`src/rtl/npbh_pkg.sv`:
```
// shared constants for the nibble pair bin hash
// no dependencies
`timescale 1ns / 1ps
`default_nettype none

package npbh_pkg;

    localparam int NUM_BINS      = 32;
    localparam int TABLE_ENTRIES = 256;

    localparam int BYTE_W       = 8;
    localparam int TBL_ADDR_W   = $clog2(TABLE_ENTRIES);
    localparam int BIN_IDX_W    = $clog2(NUM_BINS);
    localparam int BIN_SUM_W    = 5;
    localparam int BIN_INDEX_W  = 6;
    localparam int S_TDATA_W    = 24;
    localparam int M_TDATA_W    = 16;

    localparam logic KIND_TABLE = 1'b0;
    localparam logic KIND_DATA  = 1'b1;

endpackage

`default_nettype wire

```
`src/rtl/nibble_pair_bin_hash_top.sv`:
```
// nibble pair bin hash: table-driven byte-pair digest with stream ports
// depends on npbh_pkg
`timescale 1ns / 1ps
`default_nettype none

// Load the 256-entry byte table with table-write transfers (s_tuser = 0) before any message
// byte reads it. Message bytes (s_tuser = 1) are paired; each pair reads the table once
// and adds the entry into one of the NUM_BINS digest bins through a single registered
// read-modify-write path. A table write or an unpaired byte is taken in ST_IDLE; a pair
// reads the table when accepted and updates its bin in ST_ACCUM. A byte with s_tlast set
// starts the digest: NUM_BINS result transfers, one per cycle when m_tready stays high,
// during which no input is taken. The bins are clear again after the last result is loaded.
module nibble_pair_bin_hash_top (
    input  wire                               aclk,
    input  wire                               aresetn,
    input  wire                               s_tvalid,
    output logic                              s_tready,
    input  wire  [npbh_pkg::S_TDATA_W-1:0]    s_tdata,   // table_index, table_value, data_byte
    input  wire                               s_tuser,   // kind
    input  wire                               s_tlast,   // is_last
    output logic                              m_tvalid,
    input  wire                               m_tready,
    output logic [npbh_pkg::M_TDATA_W-1:0]    m_tdata,   // bin_index, bin_value, zero pad
    output logic                              m_tlast    // last_bin
);

    typedef enum logic [1:0] {
        ST_IDLE,
        ST_ACCUM,
        ST_EMIT
    } state_t;

    state_t                                state_reg;
    logic [npbh_pkg::BYTE_W-1:0]           held_byte_reg;
    logic                                  held_valid_reg;
    logic [npbh_pkg::BIN_SUM_W-1:0]        bin_reg;
    logic                                  last_pend_reg;
    logic [npbh_pkg::BIN_IDX_W-1:0]        emit_cnt_reg;
    logic [npbh_pkg::BYTE_W-1:0]           bins_reg [npbh_pkg::NUM_BINS];
    logic                                  m_tvalid_reg;
    logic [npbh_pkg::BIN_INDEX_W-1:0]      m_bin_index_reg;
    logic [npbh_pkg::BYTE_W-1:0]           m_bin_value_reg;
    logic                                  m_last_reg;

    logic [npbh_pkg::BYTE_W-1:0]           pair_table [npbh_pkg::TABLE_ENTRIES];
    logic [npbh_pkg::BYTE_W-1:0]           tbl_rd_reg;

    logic [npbh_pkg::BYTE_W-1:0]           tbl_index;
    logic [npbh_pkg::BYTE_W-1:0]           tbl_value;
    logic [npbh_pkg::BYTE_W-1:0]           data_byte;
    logic [npbh_pkg::BYTE_W-1:0]           first_byte;
    logic [npbh_pkg::BYTE_W-1:0]           second_byte;
    logic [npbh_pkg::TBL_ADDR_W-1:0]       rd_addr;
    logic [npbh_pkg::BIN_SUM_W-1:0]        bin_next;
    logic                                  s_accept;
    logic                                  tbl_wr;
    logic                                  emit_load;
    logic                                  emit_done;

    assign tbl_index = s_tdata[7:0];
    assign tbl_value = s_tdata[15:8];
    assign data_byte = s_tdata[23:16];

    assign s_tready  = (state_reg == ST_IDLE);
    assign s_accept  = s_tvalid && s_tready;
    assign tbl_wr    = s_accept && (s_tuser == npbh_pkg::KIND_TABLE);

    // odd final byte pairs with zero
    assign first_byte  = held_valid_reg ? held_byte_reg : data_byte;
    assign second_byte = held_valid_reg ? data_byte : '0;
    assign rd_addr     = {first_byte[7:4], second_byte[7:4]};
    assign bin_next    = npbh_pkg::BIN_SUM_W'(first_byte[3:0]) +
                         npbh_pkg::BIN_SUM_W'(second_byte[3:0]);

    assign emit_load = (state_reg == ST_EMIT) && (!m_tvalid_reg || m_tready);
    assign emit_done = (emit_cnt_reg == npbh_pkg::BIN_IDX_W'(npbh_pkg::NUM_BINS - 1));

    // table memory, registered read
    always_ff @(posedge aclk) begin
        if (tbl_wr) begin
            pair_table[tbl_index] <= tbl_value;
        end
        tbl_rd_reg <= pair_table[rd_addr];
    end

    always_ff @(posedge aclk) begin
        if (!aresetn) begin
            state_reg      <= ST_IDLE;
            held_byte_reg  <= '0;
            held_valid_reg <= 1'b0;
            last_pend_reg  <= 1'b0;
            emit_cnt_reg   <= '0;
            m_tvalid_reg   <= 1'b0;
            for (int i = 0; i < npbh_pkg::NUM_BINS; i++) begin
                bins_reg[i] <= '0;
            end
        end else begin
            if (m_tvalid_reg && m_tready && !emit_load) begin
                m_tvalid_reg <= 1'b0;
            end
            unique case (state_reg)
                ST_IDLE: begin
                    if (s_accept && (s_tuser == npbh_pkg::KIND_DATA)) begin
                        if (held_valid_reg || s_tlast) begin
                            held_valid_reg <= 1'b0;
                            held_byte_reg  <= '0;
                            bin_reg        <= bin_next;
                            last_pend_reg  <= s_tlast;
                            state_reg      <= ST_ACCUM;
                        end else begin
                            held_byte_reg  <= data_byte;
                            held_valid_reg <= 1'b1;
                        end
                    end
                end
                ST_ACCUM: begin
                    if (int'(bin_reg) < npbh_pkg::NUM_BINS) begin
                        bins_reg[npbh_pkg::BIN_IDX_W'(bin_reg)] <=
                            bins_reg[npbh_pkg::BIN_IDX_W'(bin_reg)] + tbl_rd_reg;
                    end
                    emit_cnt_reg <= '0;
                    state_reg    <= last_pend_reg ? ST_EMIT : ST_IDLE;
                end
                ST_EMIT: begin
                    if (emit_load) begin
                        m_tvalid_reg           <= 1'b1;
                        m_bin_index_reg        <= npbh_pkg::BIN_INDEX_W'(emit_cnt_reg);
                        m_bin_value_reg        <= bins_reg[emit_cnt_reg];
                        m_last_reg             <= emit_done;
                        bins_reg[emit_cnt_reg] <= '0;
                        if (emit_done) begin
                            state_reg <= ST_IDLE;
                        end else begin
                            emit_cnt_reg <= emit_cnt_reg + 1'b1;
                        end
                    end
                end
                default: begin
                    state_reg <= ST_IDLE;
                end
            endcase
        end
    end

    assign m_tvalid = m_tvalid_reg;
    assign m_tdata  = {2'b00, m_bin_value_reg, m_bin_index_reg};
    assign m_tlast  = m_last_reg;

endmodule

`default_nettype wire

```
`config.mk`:
```
export PLATFORM = sky130hd
export DESIGN_NAME = nibble_pair_bin_hash_top
export DESIGN_NICKNAME = d
export VERILOG_FILES = /design/src/rtl/npbh_pkg.sv /design/src/rtl/nibble_pair_bin_hash_top.sv
export SDC_FILE = /design/constraint.sdc
export NUM_CORES = 2
export LEC_CHECK = 0
export ABC_AREA = 1
export ABC_CLOCK_PERIOD_IN_PS = 8500
export BUFFER_PORTS_ARGS = -buffer_cell sky130_fd_sc_hd__buf_2
export CORE_ASPECT_RATIO = 0.8
export CORE_MARGIN = 1
export CORE_UTILIZATION = 52
export CTS_CLUSTER_DIAMETER = 150
export CTS_CLUSTER_SIZE = 28
export DETAILED_ROUTE_END_ITERATION = 12
export PLACE_DENSITY_LB_ADDON = 0.25
export REMOVE_ABC_BUFFERS = 1
export SYNTH_ARGS = -nofsm -noshare
export SYNTH_HDL_FRONTEND = slang
export SYNTH_SLANG_ARGS = --single-unit
```
`constraint.sdc`:
```
create_clock -name aclk -period 8.5 [get_ports aclk]
set_input_delay 1.7 -clock aclk [delete_from_list [all_inputs] [get_ports aclk]]
set_output_delay 1.7 -clock aclk [all_outputs]
set_load 0.02 [all_outputs]
```
After elaboration in Yosys (flattened, before gate mapping)
Memories as Yosys holds them, arrays and structs flattened. A register that Yosys moved wholly into a read port is not among the register bits.
Cells that the tools add are included.

storage, ports and cells
  memories = 2
  memory bits (writable) = 2,304
  register bits after elaboration = 29
  input bits = 30
  output and inout port bits = 19

memory list
  name        depth  bits a word  read ports  clocked after Yosys merged registers in  write ports  RTL line                        RTL
  pair_table  256    8            1           1                                        1            nibble_pair_bin_hash_top.sv:45  logic [npbh_pkg::BYTE_W-1:0] pair_table [npbh_pkg::TABLE_ENTRIES];
  bins_reg    32     8            2           2                                        32           nibble_pair_bin_hash_top.sv:39  logic [npbh_pkg::BYTE_W-1:0] bins_reg [npbh_pkg::NUM_BINS];

operators by class
  multiplexer cells = 33
  $add $sub $neg = 3
  bitwise gates (word level) = 1
  reductions and logical operators = 20
  eq/ne operators = 8

operators by type and width
  operator             count
  $mux 8               5
  $mux 5               5
  $mux 1               16
  $reduce_or 8->1      2
  $mux 2               5
  $pmux 5 s2           1
  $reduce_and 3->1     3
  $add 8x8->8          1
  $reduce_and 4->1     2
  $logic_and 1x1->1    6
  $ne 2x2->1 const B   3
  $pmux 2 s3           1
  $add 4x4->5          1
  $add 5x1->5 const B  1
  $eq 5x5->1 const B   1
  $ne 2x1->1 const B   2
  $eq 2x1->1 const B   1
  $eq 2x2->1 const B   1
  $logic_not 1->1      2
  $logic_not 2->1      1
  $logic_or 1x1->1     2
  $reduce_and 2->1     1
  $reduce_bool 2->1    1
  $not 1->1            1

Longest topological paths before layout
  word-level depth = 9
  depth in mapped cells = 25

Worst setup path before layout
Ideal clock, no wire load.

  kind = input to register
  from = in aresetn
  to = mem bins_reg[0][0] in the netlist's numbering, enable pin
  arrival = 3.771 ns
  stages = 9
  buffers on the path = 1
  slack = 4.400 ns
  cells stage by stage = buf_2 inv_2 nor3_4 inv_2 o21ai_2 inv_2 nor2_4 nand2_2 nand2_1

RTL lines
  element          RTL line                        RTL
  start, declared  nibble_pair_bin_hash_top.sv:15  input wire aresetn,
  end, declared    nibble_pair_bin_hash_top.sv:39

==> flow_summary.yaml <==
power_and_ir_drop:
  peakVddDrop_uv: 169
  cellPowerDensity_nw_per_um2: 186
  p_leak_nw: 43.6
sta:
  setup_violations: 0
  rsz0062_at_grt: "no"
  skew_ns: 0.0390
  maxSlewViolCount: 0
  max_freq_mhz: 182
  relSlewSlack_pct: 1.86
  worst_pin_slew_ns: 1.46
  finalCritPeriodShare_pct: 64.6
  fin_crit_ns: 5.49
  hold_viol: 0
placed_design:
  place_hpwl_mm: 167
  gp_congestion: 0.911
  dpl.cell_count: 12608
  io_buffers: 45
synthesis:
  muxShareOfSynthArea_pct: 0.0107
  ys_warn_count: 0
  synth_edf_count: 2323
  synth_top_area_share_pct: 66.5
  yosys.area_share.adder_pct: 0.193
  netlist_area_um2: 105000
  synth_cell_type_count: 37
  ys_top_cells_by_area: "edfxtp_1 66%, nand3_1 9.0%, nand2_1 7.8%"
  ys_seq_elements: 2354
  synth_top_family_by_area: "simple AND/OR/NAND/NOR gates"
  synth_ff_type: "edfxtp_1"
  synth_top_area_cell: "edfxtp_1"
  synth-xor-area-share_pct: 0.0167
  syn_inst: 10410
  synth-compound-area-share_pct: 3.54
  ys_seq_area_share_pct: 67.1
  synthSimpleGateAreaFrac_pct: 21.0
  postSynthAreaPerCell_um2: 10.1
  async_flop_share_pct: 0
hold_path:
  min_to: "held_byte_reg[1]"
  hp-class: "flip-flop to flip-flop"
  min_from: "held_byte_reg[1]"
  holdPathStages: 2
die:
  die_w_um: 504
  core_area_um2: 200000
  io_pins: 49
  die_y_um: 404
  dieArea_um2: 204000
  floorplan.initialDensity_pct: 52.3
  rows: 147
global_routing:
  met3_usage_pct: 6.13
  grt_pass1_wl_mm: 440
  grt_pass1_vias: 68627
  grt_util_met1_pct: 42.3
  use_met2_pct: 42.4
  antenna_found_initial: 10
  grt_max_degree: 219
  track_usage_pct: 28.6
  gr-total-overflow: 0
  grt_busiest_layer: "met2"
critical_path:
  critical_path.startpoint_type: "flip-flop"
  crit_type: "flip-flop to flip-flop"
  slowest_delay_ns: 0.75
  path_cells: "buf_4 > inv_1 > buf_4 > o21ai_0 > o22ai_1 > o21ai_0 > nand2_1 > a31oi_1 > a21oi_1 > ha_1 > fa_1 > nand2_1 > nand2_1 > a21oi_1 > or2_2 > nand2_1 > nand2_1 > nand2_1 > a21oi_1 > o21ai_2 > buf_4 > nor2_1"
  crit_arrival_ns: 6.04
  cpMostUsedCell: "nand2_1"
  rr_endpoint: "bins_reg[27][6]"
  path_delay_family: "buffers and inverters"
  reg2reg_slack_ns: 3.01
  slowest_stage: "inv_1"
  required_ns: 9.05
  crit_fanout: 38
  end_kind: "flip-flop"
  critical_path_buf_inv_count: 4
  r2r_cells: 22
finish:
  final_core_util_pct: 54.8
  final_nets: 10067
  syn_to_final_growth_pct: 4.73
  final.fill_count: 17047
  drive_gt1_share_pct: 3.53
  largest_reg_flops: 2048
  multi_input_area_um2: 26100
  post_layout_nonfiller_instances: 12742
  seq_area_um2: 70400
detailed_routing:
  drtIter0Drc: 10718
  wl_mm: 296
  ant_nets: 0
  dr.pass1.iters: 8
  wire_per_inst_um: 23.2
  dr_total_vias: 74004
  via_per_inst: 5.81
  drc: 0
clock_tree:
  clk_path_buf_depth: 3
  cts_hold_buf: 0
  insertion_delay_ns: 0.79
  cts_resized: 0
  cts_sinks: 2354
  root_buffer: "clkbuf_16"
  htreeDepth: 3
  clk_pin_slew_worst_paths_ns: 0.12
  post_cts_buffers: 0
  cts_buffers: 94
  cts_tree: "yes"
run:
  max_cap_violations: 0
status:
  status: "completed"
cells in the mapped netlist (7+ instances only):
library cell / count
inv_2: 9
o22ai_1: 46
o21ai_1: 10
o211ai_1: 110
nor2_2: 9
nand2_2: 33
ha_1: 13
nand4_1: 8
nor3_1: 7
nand2_1: 2191
a31oi_1: 14
a21oi_1: 59
nor2_1: 1029
dfxtp_1: 31
or2_2: 11
edfxtp_1: 2323
inv_1: 1579
clkbuf_1: 439
o221ai_1: 55
buf_2: 120
nand3_1: 1894
o21ai_0: 323
buf_1: 71
how the worst max path moves through the flow:
stage                      endpoint  slack [ns]  cells past startpoint
floorplan             tbl_rd_reg[0]      -40.58                     11
global placement      tbl_rd_reg[6]        2.45                     12
CTS                  bins_reg[0][6]        3.27                     22
finish              bins_reg[27][6]        3.01                     22
detailed placement    tbl_rd_reg[6]        2.50                     13
global route        bins_reg[31][6]        2.94                     22
cells in the final DEF, fill, tap and decap left out, types with 6 or more instances in the layout:
cell | netlist | routed
nand4_1 | 8 | 8
inv_1 | 1579 | 1574
edfxtp_1 | 2323 | 2323
nor3_1 | 7 | 6
o221ai_1 | 55 | 55
o211ai_1 | 110 | 110
buf_12 | 0 | 20
nor2_1 | 1029 | 1029
ha_1 | 13 | 13
nand2_2 | 33 | 48
nor2_2 | 9 | 9
clkbuf_1 | 439 | 29
buf_2 | 120 | 36
or2_2 | 11 | 11
a31oi_1 | 14 | 14
o22ai_1 | 46 | 46
nand2_1 | 2191 | 2172
buf_8 | 0 | 9
inv_2 | 9 | 8
a21oi_1 | 59 | 59
o21ai_0 | 323 | 322
clkbuf_16 | 0 | 99
nand3_1 | 1894 | 1894
buf_4 | 3 | 82
dfxtp_1 | 31 | 25
o21ai_1 | 10 | 6
cell families after synthesis:
group                      Yosys count
AOI/OAI and AO/OA                  626
xor gates and xnor gates             2
adders and majority gates           15
buffers and inverters             2223
DFF                               2354
muxes                                1
other                                1
and+or+nand+nor                   5188
per-layer routing:
layer | part of all wire (%) | wire length, um
met4 | 3.3 | 9630
met3 | 12 | 35100
met5 | 0.018 | 52
met2 | 43 | 128000
met1 | 41 | 122000
stage by stage:
stage	total power (W)	worst slack (ns)	hold WS (ns)	setup TNS [ns]	area, um^2
after floorplan	0.0142	-40.58	0.439	-324.59	102000
after global placement	0.0149	2.45	0.450	0	107000
after detailed placement	0.0150	2.50	0.453	0	107000
after CTS	0.0204	3.27	0.471	0	110000
after global routing	0.0209	2.94	0.500	0	110000
final	0.0204	3.01	0.471	0	110000
final cells by class:
| cell class | count | share of cell area (%) |
|---|---|---|
| tap | 2682 | 3.05 |
| antenna | 3 | 0.00683 |
| timing repair buffer | 147 | 1.21 |
| inverter | 1590 | 5.46 |
| clock buffer | 128 | 2.35 |
| sequential | 2354 | 64.1 |
| clock inverter | 3 | 0.0535 |
| multi-input combinational | 5835 | 23.8 |
worst min-delay path: cells and delay by family, from the launching register on:
family             cells  cell delay, ns
DFF                    1            0.33
AOI/OAI and AO/OA      1            0.05
and+or+nand+nor        1            0.06
power breakdown:
part	switching, W	total (W)	leakage (nW)	internal (W)
Clock	0.00351	0.00567	1.28	0.00216
Combinational	0.00153	0.00192	20.9	0.000390
Sequential	0.0000610	0.0129	21.5	0.0128
Power figures use the tool's default switching activity.
